### src/sv/tcw_pkg.sv
// ----------------------------------------------------------------------------
// tcw_pkg
// Shared types and constants of the text console writer: command codes,
// controller states and the command/status bundles between control and data.
// ----------------------------------------------------------------------------
`default_nettype none

package tcw_pkg;

  localparam int COLUMNS_DEF = 80;
  localparam int ROWS_DEF    = 25;

  localparam logic [7:0]  CODE_LF    = 8'd10;
  localparam logic [7:0]  CODE_CR    = 8'd13;
  localparam logic [7:0]  CODE_SPACE = 8'h20;
  localparam logic [15:0] RESET_CELL = 16'h0F20;

  localparam logic [3:0] FG_RESET = 4'hF;
  localparam logic [3:0] BG_RESET = 4'h0;

  // register index, taken from paddr bit 2
  localparam logic REG_FG_COLOR = 1'b0;
  localparam logic REG_BG_COLOR = 1'b1;

  typedef enum logic [1:0] {
    CMD_PUT   = 2'd0,
    CMD_MOVE  = 2'd1,
    CMD_CLEAR = 2'd2,
    CMD_READ  = 2'd3
  } cmd_e;

  typedef enum logic [2:0] {
    S_INIT,
    S_IDLE,
    S_EXEC,
    S_READ,
    S_SCROLL,
    S_CLEAR
  } state_e;

  typedef enum logic [2:0] {
    WR_NONE,
    WR_CHAR,
    WR_INIT,
    WR_BLANK,
    WR_COPY
  } wr_sel_e;

  typedef enum logic [1:0] {
    RD_NONE,
    RD_POS,
    RD_COPY
  } rd_sel_e;

  typedef enum logic [1:0] {
    CUR_HOLD,
    CUR_PUT,
    CUR_MOVE,
    CUR_HOME
  } cur_op_e;

  typedef struct packed {
    logic    in_load;
    logic    cnt_clr;
    logic    cnt_inc;
    wr_sel_e wr_sel;
    rd_sel_e rd_sel;
    cur_op_e cur_op;
    logic    out_load;
    logic    out_cell;
    logic    out_scroll;
  } ctrl_cmd_t;

  typedef struct packed {
    cmd_e cmd;
    logic put_scroll;
    logic cnt_last;
    logic cnt_end;
    logic out_free;
  } dp_stat_t;

endpackage

`default_nettype wire

### src/sv/tcw_ctrl.sv
// ----------------------------------------------------------------------------
// tcw_ctrl
// Controller of the text console writer: sequences the reset clearing pass,
// command execution, cell read, scroll copy and screen clear.
// ----------------------------------------------------------------------------
`default_nettype none

module tcw_ctrl (
  input  wire logic                 clk_i,
  input  wire logic                 rst_ni,
  input  wire logic                 s_valid_i,
  output logic                      s_ready_o,
  input  wire tcw_pkg::dp_stat_t    stat_i,
  output tcw_pkg::ctrl_cmd_t        cmd_o
);

  tcw_pkg::state_e state_q, state_d;

  always_ff @(posedge clk_i or negedge rst_ni) begin
    if (!rst_ni) begin
      state_q <= tcw_pkg::S_INIT;
    end else begin
      state_q <= state_d;
    end
  end

  always_comb begin
    state_d          = state_q;
    s_ready_o        = 1'b0;
    cmd_o            = '0;
    cmd_o.wr_sel     = tcw_pkg::WR_NONE;
    cmd_o.rd_sel     = tcw_pkg::RD_NONE;
    cmd_o.cur_op     = tcw_pkg::CUR_HOLD;

    unique case (state_q)
      tcw_pkg::S_INIT: begin
        cmd_o.wr_sel = tcw_pkg::WR_INIT;
        if (stat_i.cnt_last) begin
          state_d = tcw_pkg::S_IDLE;
        end else begin
          cmd_o.cnt_inc = 1'b1;
        end
      end

      tcw_pkg::S_IDLE: begin
        s_ready_o = 1'b1;
        if (s_valid_i) begin
          cmd_o.in_load = 1'b1;
          state_d       = tcw_pkg::S_EXEC;
        end
      end

      tcw_pkg::S_EXEC: begin
        unique case (stat_i.cmd)
          tcw_pkg::CMD_PUT: begin
            if (stat_i.put_scroll) begin
              cmd_o.cur_op  = tcw_pkg::CUR_PUT;
              cmd_o.wr_sel  = tcw_pkg::WR_CHAR;
              cmd_o.cnt_clr = 1'b1;
              state_d       = tcw_pkg::S_SCROLL;
            end else if (stat_i.out_free) begin
              cmd_o.cur_op   = tcw_pkg::CUR_PUT;
              cmd_o.wr_sel   = tcw_pkg::WR_CHAR;
              cmd_o.out_load = 1'b1;
              state_d        = tcw_pkg::S_IDLE;
            end
          end
          tcw_pkg::CMD_MOVE: begin
            if (stat_i.out_free) begin
              cmd_o.cur_op   = tcw_pkg::CUR_MOVE;
              cmd_o.out_load = 1'b1;
              state_d        = tcw_pkg::S_IDLE;
            end
          end
          tcw_pkg::CMD_CLEAR: begin
            cmd_o.cur_op  = tcw_pkg::CUR_HOME;
            cmd_o.cnt_clr = 1'b1;
            state_d       = tcw_pkg::S_CLEAR;
          end
          tcw_pkg::CMD_READ: begin
            cmd_o.rd_sel = tcw_pkg::RD_POS;
            state_d      = tcw_pkg::S_READ;
          end
          default: state_d = tcw_pkg::S_IDLE;
        endcase
      end

      tcw_pkg::S_READ: begin
        if (stat_i.out_free) begin
          cmd_o.out_load = 1'b1;
          cmd_o.out_cell = 1'b1;
          state_d        = tcw_pkg::S_IDLE;
        end
      end

      tcw_pkg::S_SCROLL: begin
        // read one row ahead, write the cell behind it
        cmd_o.rd_sel = tcw_pkg::RD_COPY;
        cmd_o.wr_sel = tcw_pkg::WR_COPY;
        if (stat_i.cnt_end) begin
          if (stat_i.out_free) begin
            cmd_o.out_load   = 1'b1;
            cmd_o.out_scroll = 1'b1;
            state_d          = tcw_pkg::S_IDLE;
          end
        end else begin
          cmd_o.cnt_inc = 1'b1;
        end
      end

      tcw_pkg::S_CLEAR: begin
        cmd_o.wr_sel = tcw_pkg::WR_BLANK;
        if (stat_i.cnt_last) begin
          if (stat_i.out_free) begin
            cmd_o.out_load = 1'b1;
            state_d        = tcw_pkg::S_IDLE;
          end
        end else begin
          cmd_o.cnt_inc = 1'b1;
        end
      end

      default: state_d = tcw_pkg::S_INIT;
    endcase
  end

endmodule

`default_nettype wire

### config.mk
export PLATFORM = sky130hd
export DESIGN_NAME = tcw_ctrl
export DESIGN_NICKNAME = d
export VERILOG_FILES = /design/src/sv/tcw_pkg.sv /design/src/sv/tcw_ctrl.sv
export SDC_FILE = /design/constraint.sdc
export NUM_CORES = 1
export LEC_CHECK = 0
export BUFFER_PORTS_ARGS = -buffer_cell sky130_fd_sc_hd__buf_2
export CORE_AREA = 2 2 39 41
export DETAILED_ROUTE_END_ITERATION = 16
export DIE_AREA = 0 0 41 43
export PLACE_DENSITY = 0.66
export SLEW_MARGIN = 5
export SYNTH_ARGS = -nofsm -noshare
export SYNTH_HDL_FRONTEND = slang
export SYNTH_SLANG_ARGS = --single-unit
### constraint.sdc
create_clock -name clk_i -period 2.39 [get_ports clk_i]
set_input_delay 0.478 -clock clk_i [delete_from_list [all_inputs] [get_ports clk_i]]
set_output_delay 0.478 -clock clk_i [all_outputs]
set_load 0.01 [all_outputs]
* Word level (Yosys, flattened, before mapping)
Index checks and enable logic that the tools add are counted.
** Operators by class
- Reduce and logical (&&, ||, !) cells :: 4
- Equality and inequality tests :: 12
- Multiplexer cells :: 37
** Operators by type and width (number)
- $mux W3 :: 8
- $pmux W3 S4 :: 2
- $pmux W3 S6 :: 1
- $mux W1 :: 17
- $ne A2 B2 Y1 const B :: 4
- $eq A3 B2 Y1 const B :: 2
- $eq A3 B3 Y1 const B :: 2
- $mux W2 :: 3
- $pmux W1 S2 :: 3
- $pmux W2 S3 :: 1
- $eq A2 B2 Y1 const B :: 2
- $pmux W1 S4 :: 1
- $pmux W2 S2 :: 1
- $reduce_and A4 Y1 :: 1
- $eq A3 B1 Y1 const B :: 1
- $logic_not A3 Y1 :: 1
- $eq A2 B1 Y1 const B :: 1
- $logic_not A2 Y1 :: 1
- $reduce_or A2 Y1 :: 1
** Word-level totals
- Bits in registers :: 3
- Input port bits :: 9
- Word-level logic and storage cells :: 54
- Output and inout port bits :: 14

* Logic depth before layout (Yosys ltp)
Gate-level depths: netlist of run 1.
- Word-level depth :: 4
- Mapped depth :: 6
- Depth with buffers taken out :: 5

* Worst setup path before layout of run 1
Ideal clock, no wire load.
- Kind :: register to output
- Start :: register state_q[2]
- End :: output port cmd_o[7] (netlist bit)
- Data arrival time :: 1296 ps
- Setup slack :: 616 ps
- Buffers on the path :: 1
- Data required time :: 1912 ps
- Stages on the path, launching flop included :: 5
- Path through :: dfrtp_1 > buf_2 > nor2b_2 > nand2b_2 > o41ai_1
** RTL lines
- from (decl) :: RTL line tcw_ctrl.sv:17 : tcw_pkg::state_e state_q, state_d;
- from (signal assigned) :: RTL line tcw_ctrl.sv:21 : state_q <= tcw_pkg::S_INIT;
- from (signal assigned) :: RTL line tcw_ctrl.sv:23 : state_q <= state_d;
- to (decl) :: RTL line tcw_ctrl.sv:14 : output tcw_pkg::ctrl_cmd_t cmd_o

==> impl_metrics.env, run 1 <==
export IMPL_cts_sinks=3
export IMPL_final_nets=99
export IMPL_post_drt_wl_per_cell_um=10.62
export IMPL_slowest_delay_ns=0.51
export IMPL_clk_pin_slew_ns=0.04
export IMPL_portBuffers=22
export IMPL_core_mm2=0.001384
export IMPL_vias=509
export IMPL_grt_pass1_vias=467
export IMPL_start_util_pct=35.62
export IMPL_clock_latency_ns=0.23
export IMPL_fin_crit_ns=2.086
export IMPL_ys_warn_count=0
export IMPL_ctsResizeCount=0
export IMPL_place_gp_congestion=0.7187
export IMPL_cp_arrival_ns=1.61
export IMPL_num_rows=14
export IMPL_finalNonFillerCells=103
export IMPL_hpwl_um=849.1
export IMPL_h_tree_depth=1
export IMPL_syn_area_um2=493.0
export IMPL_worst_ep_required_time_ns=1.91
export IMPL_drc=0
export IMPL_rsz0062_at_grt="false"
export IMPL_clockBufferDepth=2
export IMPL_yosys_cell_types_count=32
export IMPL_tns_ns=0
export IMPL_critPathKind="flop to output pin"
export IMPL_clock_skew_ns=0.001259
export IMPL_design_area_um2=614.3
export IMPL_grtUsageTotal_pct=14.62
export IMPL_place_worst_setup_slack_ns=0.5434
export IMPL_cts_tree="built"
export IMPL_largestRegisters="state_q (3)"
export IMPL_area_delta_synth_final_pct=24.62
export IMPL_avgSynthCellArea_um2=7.469
export IMPL_grt_max_degree=13
export IMPL_ys_flop_type="dfrtp_1"
export IMPL_relSlewSlack_pct=71.86
export IMPL_die_area_mm2=0.001763
export IMPL_path_cells="nor2b_2 > nand2b_2 > o41ai_1 > buf_2"
export IMPL_syn_inst=66
export IMPL_synth_edff_count=0
export IMPL_min_path_type="input pin to asynchronous set/reset pin"
export IMPL_n_antenna_cell=0
export IMPL_largest_register_ffs=3
export IMPL_fin_ws_ns=0.3044
export IMPL_placed_area_um2=588.1
export IMPL_p_per_area_mw_per_mm2=1018
export IMPL_grt_overflow_total=0
export IMPL_cp_end_kind="output pin"
export IMPL_viasPerCell=4.942
export IMPL_hold_viol=0
export IMPL_top_register="state_q"
export IMPL_cts_hold_fix_buffers=0
export IMPL_ant_nets=0
export IMPL_worst_pin_slew_ns=0.4220
export IMPL_yosysTopAreaCell="dfrtp_1"
export IMPL_grt_antenna_before_repair=0
export IMPL_die_height_um=43
export IMPL_grt_pass1_wl_um=1752
export IMPL_cts_setup_buffers=0
export IMPL_whs_ns=0.03231
export IMPL_cts_buffers=3
export IMPL_cp_slowest_cell="dfrtp_1"
export IMPL_cp_max_fo=11
export IMPL_cts_root_buf="clkbuf_4"
export IMPL_drtIter0Drc=6
export IMPL_peakVddDrop_uv=478.1
export IMPL_final_max_slew_violation_count=0
export IMPL_pin_count=23
export IMPL_dieWidth_um=41
export IMPL_dp_cells=99
export IMPL_syn_num_nets=77
export IMPL_async_flop_share_pct=100.0
export IMPL_synth_area_top_cells="dfrtp_1 15%, nor2_1 11%, o2bb2ai_4 5.6%"
export IMPL_wl_um=1094
export IMPL_status="finished, final reports clean"
export IMPL_drive_gt1_share_pct=36.78
export IMPL_p_leak_nw=0.3211
export IMPL_firstDrtPassIters=4
export IMPL_drv_cap=0
export IMPL_ys_seq_elements=3
export IMPL_fmax_mhz=479.5
export IMPL_fin_crit_sh_pct=87.26
export IMPL_setup_viol=0
export IMPL_synth_top_area_share_pct=15.23
export IMPL_crit_path_start_kind="flop"
export IMPL_ys_seq_area_share_pct=15.23
==> metal layers <==
layer | up-vias | routed length, um | GRT usage, %
li1 | 267 | - | -
met1 | 230 | 504 | 17.26
met2 | 12 | 560 | 22.19
met3 | 0 | 29 | 3.141
met4 | 0 | 0 | 10.00
met5 | - | 0 | 0
==> area by class of cell <==
type                    instances  area (um2)
multi-input cells              54       367.9
flip-flops and latches          3       75.07
inverters                       4       15.01
clock buffers                   4       26.28
well taps                      16       20.02
repair buffers                 22       110.1
fillers                       146       769.5
==> cell usage in the layout (no fill, tap or decap), drive strengths merged <==
| cell type | instances |
|---|---|
| nor2 | 15 |
| nand2 | 5 |
| o21ai | 1 |
| dfrtp | 3 |
| o21ba | 1 |
| nor2b | 3 |
| clkbuf | 4 |
| and3 | 1 |
| inv | 4 |
| o41ai | 1 |
| a21boi | 2 |
| o32ai | 1 |
| o22a | 1 |
| nor3 | 4 |
| a21oi | 2 |
| and2 | 1 |
| a21o | 1 |
| nand2b | 4 |
| buf | 22 |
| o21a | 2 |
| mux2i | 2 |
| a22o | 1 |
| mux2 | 1 |
| o2bb2ai | 1 |
| o31a | 1 |
| xor2 | 1 |
| ha | 2 |
==> worst paths after layout <==
kind	start	end	slack (ns)	depth (start not counted)
min reg2reg	state_q[2]	state_q[2]	0.77	1
min	rst_ni	state_q[0]	0.03	1
max reg2reg	state_q[0]	state_q[0]	0.81	4
max in group asynchronous	rst_ni	state_q[2]	2.25	1
max	state_q[1]	cmd_o[7]	0.30	4
min in group clk_i	stat_i[0]	state_q[0]	0.72	3
==> critical path, delay by kind of cell, from the launching register on <==
family	cells	cell delay (ns)
compound gates	1	0.31
buf+inv	1	0.18
flops	1	0.51
simple gates	2	0.37
==> per-stage QoR <==
| stage | power, mW | utilization [%] |
|---|---|---|
| 6_report | 0.6255 | 44.39 |
| 3_3_place_gp | 0.5332 | 42.50 |
| 2_1_floorplan | 0.4686 | - |
| 4_1_cts | 0.6358 | 44.39 |
| 5_1_grt | 0.6943 | 44.39 |
| 3_5_place_dp | 0.5424 | 42.50 |
==> synthesized netlist by cell type, drive strengths merged (2+ instances only) <==
library cell,n
a21boi,2
a21oi,2
buf,3
clkbuf,2
dfrtp,3
ha,2
inv,4
mux2i,2
nand2,5
nand2b,4
nor2,15
nor2b,3
nor3,4
o21a,2
==> power by group <==
part           internal, mW  switching [mW]  leakage [nW]
clock                0.0625          0.0252        0.0150
sequential           0.0717          0.0648        0.0380
combinational         0.208           0.193         0.268
total                 0.342           0.283         0.321
==> cells by family (layout without fill, tap and decap cells) <==
family	count (synthesis)	in the layout	synth area share (%)
AOI/OAI and AO/OA	15	15	27.41
xor gates and xnor gates	1	1	1.777
adders and majority gates	2	2	5.075
buffers and inverters	9	30	10.15
DFF	3	3	15.23
muxes	3	3	7.106
and+or+nand+nor	33	33	33.25
Power figures use the tool's default switching activity.
==> inputs of run 2 (changes only) <==
- clock period: 2.39 -> 2.3 ns (I/O delays scaled with it)
==> impl_metrics.env, run 2 (synthesis results as in run 1) <==
export IMPL_total_power_mw=0.6522
export IMPL_cts_setup_buffers=0
export IMPL_drc=0
export IMPL_cp_max_fo=11
export IMPL_p_per_area_mw_per_mm2=1045
export IMPL_clk_pin_slew_ns=0.04
export IMPL_cp_end_kind="output pin"
export IMPL_final_cell_mix="22 x buf_2, 14 x nor2_1, 5 x nand2_1"
export IMPL_final_max_slew_violation_count=0
export IMPL_area_delta_synth_final_pct=26.65
export IMPL_h_tree_depth=1
export IMPL_grtUsageTotal_pct=15.32
export IMPL_final_nets=100
export IMPL_drive_gt1_share_pct=36.36
export IMPL_grt_antenna_before_repair=0
export IMPL_cts_tree="built"
export IMPL_worst_pin_slew_ns=0.4228
export IMPL_core_mm2=0.001384
export IMPL_fmax_mhz=479.7
export IMPL_reg2reg_slack_ns=0.72
export IMPL_clockBufferDepth=2
export IMPL_dieWidth_um=41
export IMPL_fin_crit_ns=2.084
export IMPL_worst_ep_required_time_ns=1.84
export IMPL_place_gp_congestion=0.7203
export IMPL_clock_skew_ns=0.0009306
export IMPL_firstDrtPassIters=4
export IMPL_clock_latency_ns=0.23
export IMPL_drtIter0Drc=6
export IMPL_die_area_mm2=0.001763
export IMPL_largestRegisters="state_q (3)"
export IMPL_path_cells="nor2b_2 > nand2b_2 > o41ai_1 > buf_2"
export IMPL_grt_pass1_wl_um=1828
export IMPL_n_antenna_cell=0
export IMPL_die_height_um=43
export IMPL_cts_hold_fix_buffers=0
export IMPL_p_leak_nw=0.3253
export IMPL_pin_count=23
export IMPL_critPathTopFamily="flip-flops"
export IMPL_grt_max_degree=13
export IMPL_grt_overflow_total=0
export IMPL_setup_viol=0
export IMPL_r2r_start="state_q[0]"
export IMPL_tns_ns=0
export IMPL_start_util_pct=35.62
export IMPL_relSlewSlack_pct=71.82
export IMPL_ant_nets=0
export IMPL_hold_viol=0
export IMPL_slowest_delay_ns=0.52
export IMPL_ff2ff_path_depth=4
export IMPL_grt_pass1_vias=471
export IMPL_status="finished, final reports clean"
export IMPL_vias=519
export IMPL_ctsResizeCount=0
export IMPL_drv_cap=0
export IMPL_critPathKind="flop to output pin"
export IMPL_hpwl_um=829.7
export IMPL_cts_buffers=3
export IMPL_post_drt_wl_per_cell_um=10.35
export IMPL_num_rows=14
export IMPL_portBuffers=22
export IMPL_min_path_type="input pin to asynchronous set/reset pin"
export IMPL_crit_path_start_kind="flop"
export IMPL_wl_um=1076
export IMPL_path_buf_inv=1
export IMPL_mostFrequentLayoutCell="buf_2"
export IMPL_cts_root_buf="clkbuf_4"
export IMPL_r2r_end="state_q[0]"
export IMPL_peakVddDrop_uv=542.2
export IMPL_cp_arrival_ns=1.62
export IMPL_viasPerCell=4.990
export IMPL_cp_slowest_cell="dfrtp_1"
export IMPL_rsz0062_at_grt="false"
export IMPL_top_register="state_q"
export IMPL_fin_crit_sh_pct=90.63
export IMPL_cts_sinks=3
export IMPL_largest_register_ffs=3
## run 2: cell count changes in the layout (fill, tap and decap cells not counted), sizes merged
cell,before,now
dlygate4sd3,0,1
## run 2: worst max-delay path by stage
stage               start        to  cells after the start
2_1_floorplan  state_q[2]  cmd_o[7]                      4
3_3_place_gp   state_q[1]  cmd_o[7]                      4
3_5_place_dp   state_q[1]  cmd_o[7]                      4
4_1_cts        state_q[1]  cmd_o[7]                      4
5_1_grt        state_q[1]  cmd_o[7]                      4
6_report       state_q[1]  cmd_o[7]                      4
## run 2: per-stage QoR
step | cells | cell area (um2) | util, % | hold slack [ns] | setup WS, ns
after floorplan | 66 | 493.0 | - | 0.1644 | 0.5438
after global placement | 99 | 588.1 | 42.50 | 0.2560 | 0.5350
after detailed placement | 99 | 588.1 | 42.50 | 0.2556 | 0.4758
after CTS | 103 | 614.3 | 44.39 | 0.005074 | 0.2174
after global routing | 104 | 624.3 | 45.12 | 0.5447 | 0.07288
final | 104 | 624.3 | 45.12 | 0.5508 | 0.2155
## run 2: final cells by class
cell class,instances,area (um2)
Timing Repair Buffer,23,120.1
Multi-Input combinational cell,54,367.9
Tap cell,16,20.02
Sequential cell,3,75.07
Inverter,4,15.01
Fill cell,148,759.5
Clock buffer,4,26.28
## run 2: power by group
group / switching, mW / internal, mW / total [mW]
Sequential: 0.0681 / 0.0744 / 0.143
Combinational: 0.201 / 0.217 / 0.418
Clock: 0.0265 / 0.0650 / 0.0915
Total: 0.295 / 0.357 / 0.652
## run 2: routing by layer
| metal | global-route usage [%] | vias to the layer above | wire length (um) |
|---|---|---|---|
| li1 | - | 269 | - |
| met4 | 10.00 | 0 | 0 |
| met2 | 22.50 | 10 | 550 |
| met1 | 19.22 | 240 | 491 |
| met5 | 0 | - | 0 |
| met3 | 3.141 | 0 | 34 |
